===== src/hw/rtl/hgrr_pkg.sv =====
// Package for the HTTP GET request recognizer: types, codes and match text.
`default_nettype none

package hgrr_pkg;

  // Receive buffer size; the configured byte limit is capped at this value.
  localparam int BUFFER_BYTES = 4096;

  localparam int LEN_WIDTH = 13;
  localparam logic [LEN_WIDTH-1:0] LEN_RESET = LEN_WIDTH'(BUFFER_BYTES);
  localparam logic [LEN_WIDTH-1:0] LEN_CAP   = LEN_WIDTH'(BUFFER_BYTES);
  localparam logic [LEN_WIDTH-1:0] COUNT_MAX = {LEN_WIDTH{1'b1}};

  localparam logic [3:0] URI_LEN = 4'd10;
  localparam logic [3:0] POS_MAX = 4'd15;
  localparam logic [1:0] METHOD_LAST = 2'd3;

  localparam logic [7:0] BYTE_CR = 8'h0D;
  localparam logic [7:0] BYTE_LF = 8'h0A;
  localparam logic [7:0] BYTE_SP = 8'h20;

  typedef enum logic [2:0] {
    PH_METHOD  = 3'd0,
    PH_SKIP    = 3'd1,
    PH_URI     = 3'd2,
    PH_REST    = 3'd3,
    PH_HEADERS = 3'd4,
    PH_DONE    = 3'd5
  } phase_t;

  typedef enum logic [1:0] {
    ST_CONTINUE  = 2'd0,
    ST_TERMINATE = 2'd1,
    ST_PROCEED   = 2'd2,
    ST_IGNORED   = 2'd3
  } status_t;

  typedef enum logic [1:0] {
    SVC_NONE = 2'd0,
    SVC_FAST = 2'd1,
    SVC_SLOW = 2'd2
  } service_t;

  // Running comparison of the URI against both accepted paths.
  typedef struct packed {
    logic [3:0] pos;
    logic       fast;
    logic       slow;
  } uri_match_t;

  function automatic logic [7:0] method_char(input logic [1:0] idx);
    logic [7:0] c;
    case (idx)
      2'd0:    c = 8'h47; // G
      2'd1:    c = 8'h45; // E
      2'd2:    c = 8'h54; // T
      default: c = BYTE_SP;
    endcase
    return c;
  endfunction

  // "/test/fast" and "/test/slow" share their first six characters.
  function automatic logic [7:0] fast_char(input logic [3:0] idx);
    logic [7:0] c;
    case (idx)
      4'd0, 4'd5: c = 8'h2F; // /
      4'd1, 4'd4,
      4'd9:       c = 8'h74; // t
      4'd2:       c = 8'h65; // e
      4'd3, 4'd8: c = 8'h73; // s
      4'd6:       c = 8'h66; // f
      4'd7:       c = 8'h61; // a
      default:    c = 8'h00;
    endcase
    return c;
  endfunction

  function automatic logic [7:0] slow_char(input logic [3:0] idx);
    logic [7:0] c;
    case (idx)
      4'd0, 4'd5: c = 8'h2F; // /
      4'd1, 4'd4: c = 8'h74; // t
      4'd2:       c = 8'h65; // e
      4'd3, 4'd6: c = 8'h73; // s
      4'd7:       c = 8'h6C; // l
      4'd8:       c = 8'h6F; // o
      4'd9:       c = 8'h77; // w
      default:    c = 8'h00;
    endcase
    return c;
  endfunction

  // Take one URI character into the comparison.
  function automatic uri_match_t uri_step(input uri_match_t m, input logic [7:0] b);
    uri_match_t r;
    r = m;
    if (m.pos < URI_LEN) begin
      if (b != fast_char(m.pos)) r.fast = 1'b0;
      if (b != slow_char(m.pos)) r.slow = 1'b0;
    end else begin
      r.fast = 1'b0;
      r.slow = 1'b0;
    end
    if (m.pos < POS_MAX) r.pos = m.pos + 4'd1;
    return r;
  endfunction

  function automatic service_t uri_verdict(input uri_match_t m);
    service_t s;
    if (m.pos == URI_LEN && m.fast) s = SVC_FAST;
    else if (m.pos == URI_LEN && m.slow) s = SVC_SLOW;
    else s = SVC_NONE;
    return s;
  endfunction

endpackage

`default_nettype wire


===== src/hw/rtl/http_get_request_recognizer_core.sv =====
// HTTP GET request recognizer: byte parser with registered output and skid stage.
`default_nettype none

//  Channel   Signals                          Direction  Word
//  --------  -------------------------------  ---------  ------------------------------
//  input     in_valid, in_stall               in / out   request_byte[7:0], first
//  output    out_valid, out_stall             out / in   status[1:0], service[1:0]
//  config    cfg_valid, cfg_ready             in / out   max_request_len[12:0]
//
//  One byte is taken per cycle while in_stall is low; the parse update is a single pass
//  of logic between the parse state registers and the result register. Reset (rst,
//  synchronous) clears the parse state and sets the byte limit to 4096. A two-entry
//  output (result register plus skid register) lets a byte be accepted while a result
//  is stalled; in_stall rises only once both entries hold a word. The configuration
//  port is always ready; the user writes it only while the block is idle, unchecked.

module http_get_request_recognizer_core
  import hgrr_pkg::*;
(
  input  wire logic                 clk,
  input  wire logic                 rst,
  input  wire logic                 in_valid,
  output logic                      in_stall,
  input  wire logic [7:0]           request_byte,
  input  wire logic                 first,
  output logic                      out_valid,
  input  wire logic                 out_stall,
  output logic [1:0]                status,
  output logic [1:0]                service,
  input  wire logic                 cfg_valid,
  output logic                      cfg_ready,
  input  wire logic [LEN_WIDTH-1:0] max_request_len
);

  // Configured limit and parse state.
  logic [LEN_WIDTH-1:0] max_len;
  phase_t               phase;
  logic [LEN_WIDTH-1:0] byte_count;
  uri_match_t           uri;
  logic                 pending_cr;
  logic                 line_just_ended;
  service_t             service_code;

  phase_t               phase_next;
  logic [LEN_WIDTH-1:0] byte_count_next;
  uri_match_t           uri_next;
  logic                 pending_cr_next;
  logic                 line_just_ended_next;
  service_t             service_code_next;

  status_t              res_status;
  service_t             res_service;
  logic [LEN_WIDTH-1:0] limit;

  // Skid register behind the result register.
  logic                 skid_valid;
  logic [1:0]           skid_status;
  logic [1:0]           skid_service;

  logic                 accept_in;
  logic                 take_out;

  assign cfg_ready = 1'b1;
  assign in_stall  = skid_valid;
  assign accept_in = in_valid && !in_stall;
  assign take_out  = out_valid && !out_stall;

  // Effective limit: capped at the buffer size, and never below one byte.
  always_comb begin
    if (max_len > LEN_CAP) limit = LEN_CAP;
    else if (max_len == '0) limit = LEN_WIDTH'(1);
    else limit = max_len;
  end

  // Parse update for the byte at the input. The state is first cleared when the
  // byte opens a new request, then the byte is applied to the current phase.
  always_comb begin
    logic do_uri;
    logic end_line;

    do_uri   = 1'b0;
    end_line = 1'b0;

    if (first) begin
      phase_next           = PH_METHOD;
      byte_count_next      = '0;
      uri_next             = '{pos: 4'd0, fast: 1'b1, slow: 1'b1};
      pending_cr_next      = 1'b0;
      line_just_ended_next = 1'b0;
      service_code_next    = SVC_NONE;
    end else begin
      phase_next           = phase;
      byte_count_next      = byte_count;
      uri_next             = uri;
      pending_cr_next      = pending_cr;
      line_just_ended_next = line_just_ended;
      service_code_next    = service_code;
    end

    res_status  = ST_CONTINUE;
    res_service = SVC_NONE;

    unique case (phase_next)
      PH_METHOD: begin
        if (request_byte == method_char(uri_next.pos[1:0])) begin
          if (uri_next.pos[1:0] == METHOD_LAST) begin
            phase_next   = PH_SKIP;
            uri_next.pos = 4'd0;
          end else begin
            uri_next.pos = uri_next.pos + 4'd1;
          end
        end else begin
          res_status = ST_TERMINATE;
        end
      end
      PH_SKIP: begin
        if (pending_cr_next || request_byte != BYTE_SP) begin
          phase_next = PH_URI;
          do_uri     = 1'b1;
        end
      end
      PH_URI: begin
        do_uri = 1'b1;
      end
      PH_REST: begin
        if (pending_cr_next && request_byte == BYTE_LF) end_line = 1'b1;
        else pending_cr_next = (request_byte == BYTE_CR);
      end
      PH_HEADERS: begin
        if (pending_cr_next && request_byte == BYTE_LF) begin
          pending_cr_next = 1'b0;
          if (line_just_ended_next) begin
            res_status  = ST_PROCEED;
            res_service = service_code_next;
          end else begin
            line_just_ended_next = 1'b1;
          end
        end else begin
          if (pending_cr_next) line_just_ended_next = 1'b0;
          if (request_byte == BYTE_CR) begin
            pending_cr_next = 1'b1;
          end else begin
            pending_cr_next      = 1'b0;
            line_just_ended_next = 1'b0;
          end
        end
      end
      PH_DONE: begin
        res_status = ST_IGNORED;
      end
      default: begin
        res_status = ST_IGNORED;
      end
    endcase

    // URI byte: a CR held back from the previous byte either closes the line
    // (with LF) or turns out to be an ordinary URI character.
    if (do_uri) begin
      if (pending_cr_next && request_byte == BYTE_LF) begin
        service_code_next = uri_verdict(uri_next);
        end_line          = 1'b1;
      end else begin
        if (pending_cr_next) begin
          pending_cr_next = 1'b0;
          uri_next        = uri_step(uri_next, BYTE_CR);
        end
        if (request_byte == BYTE_SP) begin
          service_code_next = uri_verdict(uri_next);
          phase_next        = PH_REST;
        end else if (request_byte == BYTE_CR) begin
          pending_cr_next = 1'b1;
        end else begin
          uri_next = uri_step(uri_next, request_byte);
        end
      end
    end

    // End of the request line: only a recognized URI lets the request go on.
    if (end_line) begin
      pending_cr_next = 1'b0;
      if (service_code_next == SVC_NONE) begin
        res_status = ST_TERMINATE;
      end else begin
        phase_next           = PH_HEADERS;
        line_just_ended_next = 1'b1;
      end
    end

    // Byte limit applies only to bytes that would otherwise continue.
    if (res_status == ST_CONTINUE) begin
      if (byte_count_next < COUNT_MAX) byte_count_next = byte_count_next + LEN_WIDTH'(1);
      if (byte_count_next >= limit) res_status = ST_TERMINATE;
    end
    if (res_status != ST_CONTINUE && res_status != ST_IGNORED) phase_next = PH_DONE;
  end

  always_ff @(posedge clk) begin
    if (rst) begin
      max_len <= LEN_RESET;
    end else if (cfg_valid && cfg_ready) begin
      max_len <= max_request_len;
    end
  end

  always_ff @(posedge clk) begin
    if (rst) begin
      phase           <= PH_METHOD;
      byte_count      <= '0;
      uri             <= '{pos: 4'd0, fast: 1'b1, slow: 1'b1};
      pending_cr      <= 1'b0;
      line_just_ended <= 1'b0;
      service_code    <= SVC_NONE;
    end else if (accept_in) begin
      phase           <= phase_next;
      byte_count      <= byte_count_next;
      uri             <= uri_next;
      pending_cr      <= pending_cr_next;
      line_just_ended <= line_just_ended_next;
      service_code    <= service_code_next;
    end
  end

  // Output control: the result register feeds the port, the skid register
  // catches a word that arrives while the result register is stalled.
  always_ff @(posedge clk) begin
    if (rst) begin
      out_valid  <= 1'b0;
      skid_valid <= 1'b0;
    end else if (skid_valid) begin
      if (take_out) begin
        skid_valid <= 1'b0;
      end
    end else if (accept_in) begin
      if (out_valid && !take_out) begin
        skid_valid <= 1'b1;
      end else begin
        out_valid <= 1'b1;
      end
    end else if (take_out) begin
      out_valid <= 1'b0;
    end
  end

  always_ff @(posedge clk) begin
    if (skid_valid) begin
      if (take_out) begin
        status  <= skid_status;
        service <= skid_service;
      end
    end else if (accept_in) begin
      if (out_valid && !take_out) begin
        skid_status  <= res_status;
        skid_service <= res_service;
      end else begin
        status  <= res_status;
        service <= res_service;
      end
    end
  end

  // The skid register is only ever filled behind a held result.
  a_skid_behind_out: assert property (@(posedge clk) disable iff (rst)
    skid_valid |-> out_valid)
    else $error("skid register holds a word while the result register is empty");

  // A completed request always names the service it asked for.
  a_proceed_has_service: assert property (@(posedge clk) disable iff (rst)
    (out_valid && status == ST_PROCEED) |-> (service == SVC_FAST || service == SVC_SLOW))
    else $error("proceed given without a recognized service");

  // Only a proceed word carries a service code.
  a_service_only_on_proceed: assert property (@(posedge clk) disable iff (rst)
    (out_valid && status != ST_PROCEED) |-> (service == SVC_NONE))
    else $error("service code given on a word that is not proceed");

  // A held word stays in place until it is taken.
  a_skid_drains_in_order: assert property (@(posedge clk) disable iff (rst)
    (skid_valid && out_stall) |=> (skid_valid && $stable(skid_status) && $stable(status)))
    else $error("stalled words changed before being taken");

endmodule

`default_nettype wire


===== config.mk =====
export PLATFORM = sky130hd
export DESIGN_NAME = http_get_request_recognizer_core
export DESIGN_NICKNAME = d
export VERILOG_FILES = /design/src/hw/rtl/hgrr_pkg.sv /design/src/hw/rtl/http_get_request_recognizer_core.sv
export SDC_FILE = /design/constraint.sdc
export NUM_CORES = 1
export LEC_CHECK = 0
export BUFFER_PORTS_ARGS = -buffer_cell sky130_fd_sc_hd__buf_2
export CAP_MARGIN = 30
export CELL_PAD_IN_SITES_DETAIL_PLACEMENT = 1
export CELL_PAD_IN_SITES_GLOBAL_PLACEMENT = 2
export CORE_UTILIZATION = 30
export DETAILED_ROUTE_END_ITERATION = 7
export PLACE_DENSITY_LB_ADDON = 0.08
export SLEW_MARGIN = 25
export SYNTH_ARGS = -nofsm -noshare
export SYNTH_HDL_FRONTEND = slang
export SYNTH_SLANG_ARGS = --single-unit

===== constraint.sdc =====
create_clock -name clk -period 11.2 [get_ports clk]
set_clock_uncertainty 0.05 [all_clocks]
set_input_delay 0 -clock clk [delete_from_list [all_inputs] [get_ports clk]]
set_output_delay 0 -clock clk [all_outputs]
set_load 0.005 [all_outputs]

# Word-level counts from Yosys, hierarchy flattened
# Memories as Yosys holds them, arrays and structs flattened.
# Index checks and enable logic that the tools add are counted.
# totals
register_bits,49
mem_bits_ro,448
in_bits,27
out_inout_bits,7
wordCells,191
mem_count,4
# op_classes
addsub,4
order_cmp,7
eq_ne,22
muxes,112
bitwise_logic,1
n_reduce_logical,26
# mem_list
memory,words,width,rd,rd_clocked_by_memory_dff,write_ports,line,text
(name not given),16,7,1,0,0,hgrr_pkg.sv:65,case (idx)
(name not given),16,7,1,0,0,hgrr_pkg.sv:80,case (idx)
(name not given),16,7,1,0,0,hgrr_pkg.sv:65,
(name not given),16,7,1,0,0,hgrr_pkg.sv:80,
# ops
operator,n
8-bit two-way mux,19
13-bit two-way mux,6
2-bit two-way mux,27
6-bit two-way mux,8
1-bit two-way mux,32
3-bit two-way mux,10
7-bit case mux with 3 select lines,1
4-bit two-way mux,5
"8-bit by 4-bit == test with 1-bit output, second input constant",2
"4-bit less-than comparator, second input constant",4
"4-bit by 8-bit inequality test with 1-bit output, first input constant",2
8-bit inequality test,2
"13-bit by 1-bit adder with 13-bit output, second input constant",1
13-bit greater-or-equal comparator,1
"13-bit > comparator, second input constant",1
13-bit logical NOT,1
"13-bit less-than comparator, second input constant",1
"4-bit by 1-bit adder with 4-bit output, second input constant",3
1-bit logical AND,10
3-bit AND reduction,3
"4-bit == test, second input constant",2
"8-bit by 6-bit == test with 1-bit output, second input constant",1
8-bit == test,1
"8-bit by 6-bit inequality test with 1-bit output, second input constant",1
17 further kinds,28

# Logic depth before layout (Yosys ltp)
# depth
word_depth,36
ltp_mapped,24

# Least setup slack after synthesis
# No wires, ideal clock.
# synth_path
path_kind,reg2reg
start,register uri[3] (netlist bit)
end,register uri[2] (netlist bit)
setup_ns,0.132
arrival_time_ns,4.871
required_time_ns,11.018
path_slack_ns,6.147
path_stages_with_launch,23
n_path_buf,1
period_less_slack_ns,5.053
path_cell_list,dfxtp_1 -> nor2b_1 -> inv_1 -> ha_1 -> xor2_1 -> or4_4 -> buf_6 -> nor3_4 -> nand2_1 -> o21ai_0 -> ha_1 -> nand3_1 -> o2bb2ai_1 -> nor2_1 -> xnor2_1 -> ha_1 -> inv_1 -> a211o_1 -> o31ai_1 -> xnor2_1 -> and3_1 -> o21ai_0 -> a21oi_1
# synth_between
elab_chain_len,18
elab_cells_between_ends,25
classes_between,add/sub (3); order compare (2); eq/ne (4); mux (15); reduce/logical (1)
# synth_lines
element,line,text
from (decl),http_get_request_recognizer_core.sv:39,uri_match_t uri;
from (signal assigned),http_get_request_recognizer_core.sv:209,"uri <= '{pos: 4'd0, fast: 1'b1, slow: 1'b1};"
from (signal assigned),http_get_request_recognizer_core.sv:216,uri <= uri_next;
6-bit two-way mux (*),http_get_request_recognizer_core.sv:84,if (first) begin
"2-bit == test, or another cell as far along",hgrr_pkg.sv:53,case (idx)
7-bit case mux with 3 select lines,hgrr_pkg.sv:53,
8-bit two-way mux,http_get_request_recognizer_core.sv:103,unique case (phase_next)
8-bit == test,http_get_request_recognizer_core.sv:105,if (request_byte == method_char(uri_next.pos[1:0])) begin
4-bit two-way mux,http_get_request_recognizer_core.sv:105,
4-bit two-way mux (*),http_get_request_recognizer_core.sv:103,
4-bit by 1-bit adder with 4-bit output / 4-bit less-than comparator (equally long branches),hgrr_pkg.sv:104,if (m.pos < POS_MAX) r.pos = m.pos + 4'd1;
(+2 left out),n/a,
6-bit two-way mux,http_get_request_recognizer_core.sv:159,if (pending_cr_next && request_byte == BYTE_LF) begin
6-bit two-way mux,http_get_request_recognizer_core.sv:158,if (do_uri) begin
4-bit by 1-bit adder with 4-bit output / 4-bit less-than comparator (equally long branches),hgrr_pkg.sv:104,
4-bit two-way mux,hgrr_pkg.sv:104,
6-bit two-way mux,http_get_request_recognizer_core.sv:170,end else if (request_byte == BYTE_CR) begin
6-bit two-way mux,http_get_request_recognizer_core.sv:167,if (request_byte == BYTE_SP) begin
6-bit two-way mux,http_get_request_recognizer_core.sv:159,
6-bit two-way mux (*),http_get_request_recognizer_core.sv:158,
# Every way passes the cells marked *; elsewhere a longest branch is shown, timed or not. The select of a mux whose other input is x is not followed.
# A chain may end at the register's enable or synchronous reset.

# Worst setup path after layout
# Ends and elaborated chain as after synthesis.

==> metrics <==
Reg-to-Reg End uri[2]; Power Density 93.5 nW/µm²; Final Max Tran Viols 0; LEAKAGE 1.80 nW; PostCTS Resize Cnt 0; Tcrit/Tclk final 52.8%; syn_nets 569; Synth cell types 77; CTS sink count 49; final setup margin 5290 ps; crit path launch uri[3]; worst hold stages 3; PortBufs 32; Mean Syn Cell Area 8.19 µm²; core area 13,400 µm²; Hold Slack 11.4 ps; # diodes 0; EDFF count, synth 8; Final HPWL DP 10,100 µm; post-detailed-route count of antenna-violating nets 0; CTS HTree Levels 2; worst endpoint required time 11,300 ps; worst reg2reg path depth 21; filler cell count 1,620; gpl congestion 0.803; hold crit path type in -> reg; Worst VDD drop 0.0000866 V; CP startpoint kind flip-flop; Synth area leader dfxtp_1; layout cells sized above 1 12.2%; # nets final 598; CTS tree done; Synth top area share 19.6%; final setup TNS 0 ps; synthesized flop and latch total 49; actual slew at the worst max-slew pin 852 ps; post-CTS setup repair buffer count 0; critical path class reg -> reg; CTS Hold Bufs 15; r2r setup slk 5290 ps; FP Rows 42; Syn Inst Count 511; I/O pin count 34; post-synthesis sequential area ratio 25.4%; Vias/cell 5.41; final cell count without fillers 717; RR Startpoint uri[3]; FF/Latch Area 1060 µm²; total grt overflow 0; drt drc 0; fraction of registers with async set/reset 0%; crit-path max FO 7; first-pass GRT wire length 21,600 µm; fmax 0.169 GHz; routed via count 3,879; status finished, final reports clean; Rel. slew slack 42.7%; Post-Place Cells 693; Placement Cell Area 4430 µm²; Clock transition at path regs 70 ps; prevailing post-synth register cell dfxtp_1; power after layout 0.443 mW; total CTS buffers 5; Worst Hold End out_valid; WL final 13,100 µm; pre-CTS setup slack 4960 ps; WL/cell 18.2 µm; initial antenna violation count 0; pin count of the biggest net entering global routing 39; crit end category flip-flop; fin util 35.4%; Max stage delay on crit path 510 ps; most used cell along the critical path ha_1; multi-input gate area in the final layout 2920 µm²; worst skew pair latency 300 ps; largest cells by area after synthesis dfxtp_1, ha_1, edfxtp_1, mux2i_1, nand2_1; chip width 120 µm; CTS max path bufs 2; drt pass-1 iters 5; final setup vio count 0; Synth-to-Final Area Change 13.3%; unrepaired setup endpoints after global routing false; minimum clock period 5910 ps; Critical Path AT 6010 ps; YS warnings 0; Finished Cell Area 4740 µm²; slowest CP cell xnor2_1; drt initial violations 268; vias in the first global route 4,026; MaxCap Viol Count 0; CP Cell Sequence nor2b_1 -> inv_1 -> ha_1 -> xor2_1 -> or4_4 -> nor3_4 -> nand2_1 -> o21ai_0 -> ha_1 -> nand3_1 -> o2bb2ai_1 -> nor2_1 -> xnor2_1 -> ha_1 -> inv_1 -> a211o_1 -> o31ai_1 -> xnor2_1 -> and3_1 -> o21ai_0 -> a21oi_1; final hold vios 0; Netlist Area Pre-Place 4190 µm²; hold path start out_stall; Die Y 120 µm; Die Footprint 14,400 µm²; clock root buffer clkbuf_16; Initial Util 31.2%; GRT Util Overall 19.1%
per-layer routing:
metal / GRT usage, % / vias to the layer above / routed length [µm]
li1: - / 1929 / -
met1: 26.5 / 1904 / 6740
met2: 31.3 / 34 / 6010
met3: 2.57 / 12 / 216
met4: 3.98 / 0 / 117
met5: 0 / - / 0
how the worst max path moves through the flow:
stage	to	slack (ps)
floorplan	uri[2]	6150
global placement	uri[2]	5220
detailed placement	byte_count[8]	4960
CTS	byte_count[8]	5260
global route	uri[2]	4610
finish	uri[2]	5290
synthesized netlist by cell type, types with 11 or more instances:
cell / instances
xnor2_1: 14
nand2_1: 47
nor4_1: 11
mux2i_1: 19
nor2b_1: 15
clkbuf_1: 17
inv_1: 16
nor2_1: 44
o21a_1: 11
nor3_1: 17
ha_1: 31
dfxtp_1: 41
a21oi_1: 30
o21ai_0: 20
critical path: cells and delay by family, from the launching register on:
| kind | cells | cell delay (ps) |
|---|---|---|
| simple gates | 7 | 1850 |
| compound gates | 6 | 1550 |
| fa+ha+maj | 3 | 860 |
| xor+xnor | 3 | 820 |
| flops | 1 | 410 |
| buf+inv | 2 | 230 |
flip-flops by register name, indices dropped and copies added, names as in the netlist:
name             flops
skid_service         2
phase                3
status               2
uri                  6
out_valid            1
line_just_ended      1
pending_cr           1
service              2
in_stall             1
max_len             13
skid_status          2
service_code         2
byte_count          13
logic make-up (layout without fill, tap and decap cells):
group | Yosys count | in the layout | share of synthesized area [%]
AOI/OAI and AO/OA | 123 | 123 | 21.2
xor gates and xnor gates | 24 | 24 | 5.02
adders and majority gates | 31 | 31 | 9.27
buffers and inverters | 45 | 75 | 5.05
DFF | 49 | 49 | 25.4
muxes | 24 | 24 | 6.16
other | 1 | 1 | 0.0896
and+or+nand+nor | 214 | 214 | 27.9
power breakdown:
| part | leakage (nW) | switching (mW) | internal, mW | total (mW) |
|---|---|---|---|---|
| sequential | 0.412 | 0.00730 | 0.186 | 0.194 |
| clock | 0.0631 | 0.0720 | 0.0831 | 0.155 |
| combinational | 1.32 | 0.0557 | 0.0391 | 0.0949 |
cell type report:
cell class                 count  area share (%)
multi-input combinational    417            61.5
sequential                    49            22.4
timing repair buffer          49            6.94
tap                          176            4.64
clock buffer                   6            2.72
inverter                      18            1.53
clock inverter                 2           0.317
cells in the final DEF, fill, tap and decap left out, drive strengths merged, types with 3 or more instances in the layout:
cell type	instances
clkbuf	6
nor2b	15
o41ai	4
a211oi	3
nor3b	8
nand2	47
edfxtp	8
nand4	5
buf	34
xnor2	14
nor3	18
ha	31
nand3	10
and3	7
nor4	12
inv	18
and4	5
nor4b	3
nand2b	10
o21a	11
mux2i	20
o21ai	21
a22o	8
or3	7
and2	6
xor2	10
nor4bb	3
a31oi	9
a21o	4
dfxtp	41
or2	3
o211ai	7
dlygate4sd3	15
a21oi	30
mux2	4
nor2	45
nand3b	7
Note: power is estimated with default switching activity, not from simulation.
